===== src/hw/rtl/assert_macros.svh =====
// assertion helpers, all sampled on clk and quiet while rst_n is low
`ifndef ASSERT_MACROS_SVH
`define ASSERT_MACROS_SVH

// condition holds on every clock
`define ASSERT_ALWAYS(label, cond, msg) \
  label: assert property (@(posedge clk) disable iff (!rst_n) (cond)) else $error(msg);

// consequent holds in the same cycle as the antecedent
`define ASSERT_IMPLY(label, ante, cons, msg) \
  label: assert property (@(posedge clk) disable iff (!rst_n) (ante) |-> (cons)) \
    else $error(msg);

// consequent holds in the cycle after the antecedent
`define ASSERT_NEXT(label, ante, cons, msg) \
  label: assert property (@(posedge clk) disable iff (!rst_n) (ante) |=> (cons)) \
    else $error(msg);

`endif


===== src/hw/rtl/ist_pkg.sv =====
package ist_pkg;

  localparam int unsigned VALUE_W = 32;
  localparam int unsigned COUNT_W = 7;

  // request kinds
  localparam logic [1:0] KIND_LOOKUP = 2'd0;
  localparam logic [1:0] KIND_INSERT = 2'd1;
  localparam logic [1:0] KIND_REMOVE = 2'd2;

  typedef struct packed {
    logic [1:0]                kind;
    logic signed [VALUE_W-1:0] value;
  } ist_req_t;

  typedef struct packed {
    logic               was_present;
    logic [COUNT_W-1:0] member_count;
    logic               full_drop;
  } ist_rsp_t;

  // token and running flags handed from one cell to the next
  typedef struct packed {
    logic tok;
    logic hit;
    logic free;
  } ist_link_t;

endpackage


===== src/hw/rtl/ist_cell.sv =====
module ist_cell (
  input  logic              clk,
  input  logic              rst_n,
  input  ist_pkg::ist_req_t req,
  input  logic              start,
  input  logic              commit,
  input  ist_pkg::ist_link_t link_in,
  output ist_pkg::ist_link_t link_out
);
  import ist_pkg::*;

  logic signed [VALUE_W-1:0] value_r;
  logic                      valid_r, valid_nxt;
  logic                      cand_r, cand_nxt;
  ist_link_t                 link_r, link_nxt;
  logic                      match;

  assign match = valid_r && (value_r == req.value);

  always_comb begin
    link_nxt.tok  = link_in.tok;
    link_nxt.hit  = link_in.hit | match;
    link_nxt.free = link_in.free | ~valid_r;
    // first free slot seen by the token
    cand_nxt = (link_in.tok & ~link_in.free & ~valid_r) | (cand_r & ~start);
    valid_nxt = valid_r;
    if (commit && cand_r) begin
      valid_nxt = 1'b1;
    end else if (link_in.tok && match && (req.kind == KIND_REMOVE)) begin
      valid_nxt = 1'b0;
    end
  end

  always_ff @(posedge clk) begin
    if (!rst_n) begin
      valid_r <= 1'b0;
      cand_r  <= 1'b0;
      link_r  <= '0;
    end else begin
      valid_r <= valid_nxt;
      cand_r  <= cand_nxt;
      link_r  <= link_nxt;
    end
  end

  always_ff @(posedge clk) begin
    if (commit && cand_r) begin
      value_r <= req.value;
    end
  end

  assign link_out = link_r;

endmodule


===== src/hw/rtl/integer_set_table.sv =====
// Bounded set of signed 32-bit integers held in a row of CAPACITY cells, each with one
// stored value and a valid mark. A request is a lookup, an insert or a remove, and each
// one gives a single result item: whether the value was a member before the request, the
// member count after it (modulo 128) and, for an insert of an absent value into a full set,
// a drop flag. A token carrying the running hit and free-slot flags walks the chain one
// cell per clock; a remove clears the matching cell as the token passes it, and an insert
// is written into the lowest free cell once the token leaves the last cell with no hit.
// One request is in the table at a time; the next is accepted only once the token has left
// the last cell and the result has moved on to the output register, where a finished
// result waits while the next request is accepted. Valid marks clear at reset, so the
// table is usable from the first clock after reset.
module integer_set_table #(
  parameter int unsigned CAPACITY = 64
) (
  input  logic              clk,
  input  logic              rst_n,
  input  logic              in_valid,
  output logic              in_ready,
  input  ist_pkg::ist_req_t in_item,
  output logic              out_valid,
  input  logic              out_ready,
  output ist_pkg::ist_rsp_t out_item
);
  import ist_pkg::*;

  `include "assert_macros.svh"

  localparam int unsigned CNT_W = $clog2(CAPACITY + 1);

  // one-hot control states
  typedef enum logic [2:0] {
    S_IDLE = 3'b001,
    S_WALK = 3'b010,
    S_DONE = 3'b100
  } ist_state_t;

  ist_state_t       state_r, state_nxt;
  ist_req_t         req_r;
  logic             start_r;
  logic [CNT_W-1:0] count_r, count_nxt;
  ist_rsp_t         res_r, res_nxt;
  ist_rsp_t         out_item_r;
  logic             out_valid_r, out_valid_nxt;

  ist_link_t         link [CAPACITY:0];
  logic [CAPACITY-1:0] tok_vec;

  logic in_acc;
  logic done;
  logic is_ins, is_rem;
  logic commit;
  logic drop;
  logic out_free;
  logic [CNT_W+COUNT_W-1:0] cnt_ext;

  assign in_ready = (state_r == S_IDLE);
  assign in_acc   = in_valid && in_ready;

  // token enters the first cell with clear flags
  assign link[0].tok  = start_r;
  assign link[0].hit  = 1'b0;
  assign link[0].free = 1'b0;

  for (genvar g = 0; g < CAPACITY; g++) begin : g_cell
    ist_cell u_cell (
      .clk      (clk),
      .rst_n    (rst_n),
      .req      (req_r),
      .start    (start_r),
      .commit   (commit),
      .link_in  (link[g]),
      .link_out (link[g+1])
    );
    assign tok_vec[g] = link[g+1].tok;
  end

  // token leaving the last cell carries the verdict for the whole table
  assign done   = (state_r == S_WALK) && link[CAPACITY].tok;
  assign is_ins = (req_r.kind == KIND_INSERT);
  assign is_rem = (req_r.kind == KIND_REMOVE);
  assign commit = done && is_ins && !link[CAPACITY].hit && link[CAPACITY].free;
  assign drop   = is_ins && !link[CAPACITY].hit && !link[CAPACITY].free;

  assign out_free = !out_valid_r || out_ready;

  always_comb begin
    count_nxt = count_r;
    if (commit) begin
      count_nxt = count_r + CNT_W'(1);
    end else if (done && is_rem && link[CAPACITY].hit) begin
      count_nxt = count_r - CNT_W'(1);
    end
  end

  // count carried modulo the field width
  assign cnt_ext = {{COUNT_W{1'b0}}, count_nxt};

  always_comb begin
    res_nxt = res_r;
    if (done) begin
      res_nxt.was_present  = link[CAPACITY].hit;
      res_nxt.member_count = cnt_ext[COUNT_W-1:0];
      res_nxt.full_drop    = drop;
    end
  end

  always_comb begin
    state_nxt     = state_r;
    out_valid_nxt = out_valid_r && !out_ready;
    case (state_r)
      S_IDLE: begin
        if (in_acc) begin
          state_nxt = S_WALK;
        end
      end
      S_WALK: begin
        if (done) begin
          state_nxt = S_DONE;
        end
      end
      S_DONE: begin
        // hand the result over once the output register is free
        if (out_free) begin
          state_nxt     = S_IDLE;
          out_valid_nxt = 1'b1;
        end
      end
      default: begin
        state_nxt = S_IDLE;
      end
    endcase
  end

  always_ff @(posedge clk) begin
    if (!rst_n) begin
      state_r     <= S_IDLE;
      start_r     <= 1'b0;
      count_r     <= '0;
      out_valid_r <= 1'b0;
    end else begin
      state_r     <= state_nxt;
      start_r     <= in_acc;
      count_r     <= count_nxt;
      out_valid_r <= out_valid_nxt;
    end
  end

  always_ff @(posedge clk) begin
    if (in_acc) begin
      req_r <= in_item;
    end
    res_r <= res_nxt;
    if ((state_r == S_DONE) && out_free) begin
      out_item_r <= res_r;
    end
  end

  assign out_valid = out_valid_r;
  assign out_item  = out_item_r;

  // membership never exceeds the number of cells
  `ASSERT_ALWAYS(a_count_bound, count_r <= CNT_W'(CAPACITY), "member count above capacity")
  // at most one token in the chain
  `ASSERT_ALWAYS(a_tok_single, $onehot0(tok_vec), "more than one token in the chain")
  // a token only leaves the chain while a request is being walked
  `ASSERT_IMPLY(a_tok_walk, link[CAPACITY].tok, state_r == S_WALK,
                "token left the chain outside a walk")
  // an accepted item starts a walk on the next clock
  `ASSERT_NEXT(a_start, in_acc, start_r && (state_r == S_WALK),
               "accepted item did not start a walk")
  // a dropped insert was never a member
  `ASSERT_IMPLY(a_drop_absent, out_valid_r && out_item_r.full_drop, !out_item_r.was_present,
                "drop flagged for a present value")

endmodule

===== config.mk =====
export PLATFORM = sky130hd
export DESIGN_NAME = integer_set_table
export DESIGN_NICKNAME = d
export VERILOG_FILES = /design/src/hw/rtl/ist_pkg.sv /design/src/hw/rtl/ist_cell.sv /design/src/hw/rtl/integer_set_table.sv
export VERILOG_INCLUDE_DIRS = /design/src /design/src/hw/rtl
export SDC_FILE = /design/constraint.sdc
export NUM_CORES = 2
export LEC_CHECK = 0
export BUFFER_PORTS_ARGS = -buffer_cell sky130_fd_sc_hd__buf_4
export CORE_ASPECT_RATIO = 1.4
export CORE_MARGIN = 2
export CORE_UTILIZATION = 45
export CTS_CLUSTER_SIZE = 24
export DETAILED_ROUTE_END_ITERATION = 10
export SLEW_MARGIN = 25
export SYNTH_ARGS = -nofsm -noshare
export SYNTH_HDL_FRONTEND = slang
export SYNTH_SLANG_ARGS = --single-unit
export TNS_END_PERCENT = 1

===== constraint.sdc =====
create_clock -name clk -period 4.5 [get_ports clk]
set_input_delay 0.225 -clock clk [delete_from_list [all_inputs] [get_ports clk]]
set_output_delay 0.225 -clock clk [all_outputs]
set_load 0.01 [all_outputs]

==> impl_metrics.ini <==
[finish]
mostFrequentLayoutCell = edfxtp_1
final_cell_area_um2 = 112000
finalNetCount = 6643
drive_above_1_share = 0.114
final_cell_mix = edfxtp_1 (2100), xnor2_1 (1139), xor2_1 (881)
syn2layout_area_growth_pct = 13.5

[power_and_ir_drop]
intPower_w = 0.0367
power_density_nw_per_um2 = 420
peakVddDrop_mv = 0.315
p_leak_nw = 35.9
swShare = 0.222
p_sw_w = 0.0105
seq_power_share = 0.524
clock_power_share = 0.412
fin_total_pwr_w = 0.0471
combPwrFrac = 0.064

[logic_synthesis]
synthesis.area_um2 = 98800
ys_seq_elements = 2432
yosysSeqAreaShare = 0.706
yosys_warnings = 0
synth_top_flop_cell = edfxtp_1
avgSynthCellArea_um2 = 15.7
synth_nets = 6316
async_reset_ff_frac = 0
ys_types = 51
synth-edff-count = 2100
netlist_instances = 6276

[global_route]
grt_max_degree = 131
grt_usage = 0.222
grt_pass1_wl_um = 366000
grt_pass1_vias = 53000
antenna_found_initial = 6
gr-total-overflow = 0

[clocking]
clock_path_buffers = 4
htree_levels = 4
cts.sinks = 2432
worstSkewPairLatency_ns = 0.88
cts_made_buffers = 227
cts_tree = yes
cts_root_buffer = clkbuf_16
path_clk_slew_ns = 0.07

[sta]
rsz0062_at_grt = no
fin_crit_sh = 0.700
hold_viol_final = 0
finalClockSkew_ns = 0.0593
slew_viol_final = 0
hold_ws_ns = 0.0600
min_period_ns = 3.15
worst_pin_slew_ns = 1.10
setup_tns_ns = 0
slew_headroom = 0.266
setup-violations-final = 0
worst_slack_ns = 1.35
fmax_ghz = 0.318

[min_path]
holdPathEnd = req_r[1]
hold_depth = 2
min_path_type = input pin to flip-flop
hp-start = in_item[1]

[drt]
wl_per_cell_um = 25.7
drtIter0Drc = 4084
first_pass_iters = 7
num_vias = 52200
wl_um = 248000
drt-vias-per-instance = 5.40
ant_nets = 0
drcViolationCount = 0

[critical_path]
cp_cell_sequence = buf_12 > xnor2_1 > o211ai_1 > or4_1 > nor4_1 > a31oi_1
timing.rr.start = req_r[3]
critical_path_arrival_ns = 3.89
cp_slowest_stage_delay_ns = 0.99
r2r-end = g_cell[30].u_cell.valid_r
required_ns = 5.24
start_kind = flip-flop
rrSetupSlack_ns = 1.35
worst_path_max_delay_cell = edfxtp_1
reg2regPathDepth = 6
end_kind = flip-flop
critPathMaxFanout = 37
setup.worst_path.class = flip-flop to flip-flop

[placed_design]
hpwl_um = 144000
port_buffers = 48
routabilityCongestion = 0.786
place_ws_ns = 1.30
dpl_cell_area_um2 = 104000

[die]
die_w_um = 400
initial_core_util = 0.452
rows = 203
num_io_pins = 49
die_y_um = 558
dieArea_um2 = 223000
core_area_um2 = 218000

[run]
maxCapViolations = 0

[outcome]
status = finished, final reports clean
-- synthesized netlist by cell type, types with 72 or more instances --
cell type	instances	area, µm²
a21oi_1	137	686
and2_1	72	450
buf_2	125	626
buf_6	79	890
dfxtp_1	332	6650
edfxtp_1	2100	63100
inv_1	89	334
nand2_1	74	278
nand4_1	278	1740
nor4_1	182	1140
xnor2_1	1139	9980
xor2_1	881	7720
-- registers in the layout, indices dropped and copies added (netlist names), named ones only --
register	count
out_item	9
g_cell.u_cell.valid_r	64
g_cell.u_cell.link_out	192
g_cell.u_cell.cand_r	63
g_cell.u_cell.value_r	2048
out_valid	1
state_r	3
req_r	34
res_r	9
start_r	1
count_r	7
-- metal layers --
| layer | GRT usage | part of all wire |
|---|---|---|
| met1 | 0.299 | 0.43 |
| met2 | 0.387 | 0.51 |
| met3 | 0.0221 | 0.038 |
| met4 | 0.0536 | 0.022 |
| met5 | 0 | 0 |
-- worst max-delay path by stage --
stage | from | endpoint | slack, ns | cells past startpoint
final | req_r[3] | g_cell[30].u_cell.valid_r | 1.35 | 6
after CTS | req_r[3] | g_cell[30].u_cell.valid_r | 1.28 | 6
after global placement | req_r[28] | g_cell[0].u_cell.link_out[1] | 1.13 | 6
after global routing | req_r[3] | g_cell[55].u_cell.valid_r | 1.26 | 6
after floorplan | req_r[19] | g_cell[46].u_cell.valid_r | 1.70 | 8
after detailed placement | req_r[3] | g_cell[30].u_cell.valid_r | 1.30 | 6
-- critical path: cells and delay by family, from the launching register on --
family | cells | cell delay (ns)
buffers and inverters | 1 | 0.37
XOR/XNOR | 1 | 0.16
flip-flops | 1 | 0.99
AND/OR/NAND/NOR | 2 | 1.18
AO/OA/AOI/OAI | 2 | 0.27
-- power groups by stage --
stage          Sequential [W]  Combinational (W)  Clock [W]
6_report               0.0247            0.00301     0.0194
5_1_grt                0.0247            0.00321     0.0206
4_1_cts                0.0247            0.00307     0.0198
3_5_place_dp           0.0252            0.00302          0
3_3_place_gp           0.0252            0.00294          0
2_1_floorplan          0.0253            0.00162          0
-- cells by family (layout without fill, tap and decap cells) --
| family | after synthesis | count (layout) | synth area share |
|---|---|---|---|
| flops | 2432 | 2432 | 0.706 |
| other cells | 0 | 6 | 0 |
| compound gates | 364 | 364 | 0.0219 |
| simple gates | 1069 | 1069 | 0.0689 |
| fa+ha+maj | 2 | 2 | 0.000253 |
| mux | 2 | 2 | 0.000203 |
| xor+xnor | 2024 | 2024 | 0.180 |
| buf+inv | 383 | 900 | 0.0233 |
-- final cells by class --
class                   instances  area, µm²
well taps                    2870       3590
fillers                     18000     106000
clock inverters               114       1090
repair buffers                388       4150
diodes                          6       15.0
inverters                      93        357
clock buffers                 305       6410
flip-flops and latches       2432      69700
multi-input cells            3461      26800
-- stage by stage --
| stage | utilization | instances |
|---|---|---|
| detailed placement | 0.477 | 9207 |
| global route | 0.513 | 9664 |
| finish | 0.513 | 9669 |
| CTS | 0.513 | 9663 |
| global placement | 0.477 | 9199 |
| floorplan | - | 6276 |
-- what timing repair did --
item                                   CTS  global route
endpoints found under the hold margin   80             0
hold buffers                            37             0
setup buffers                            0             0
gates resized for setup                  0             0
Power figures use the tool's default switching activity.
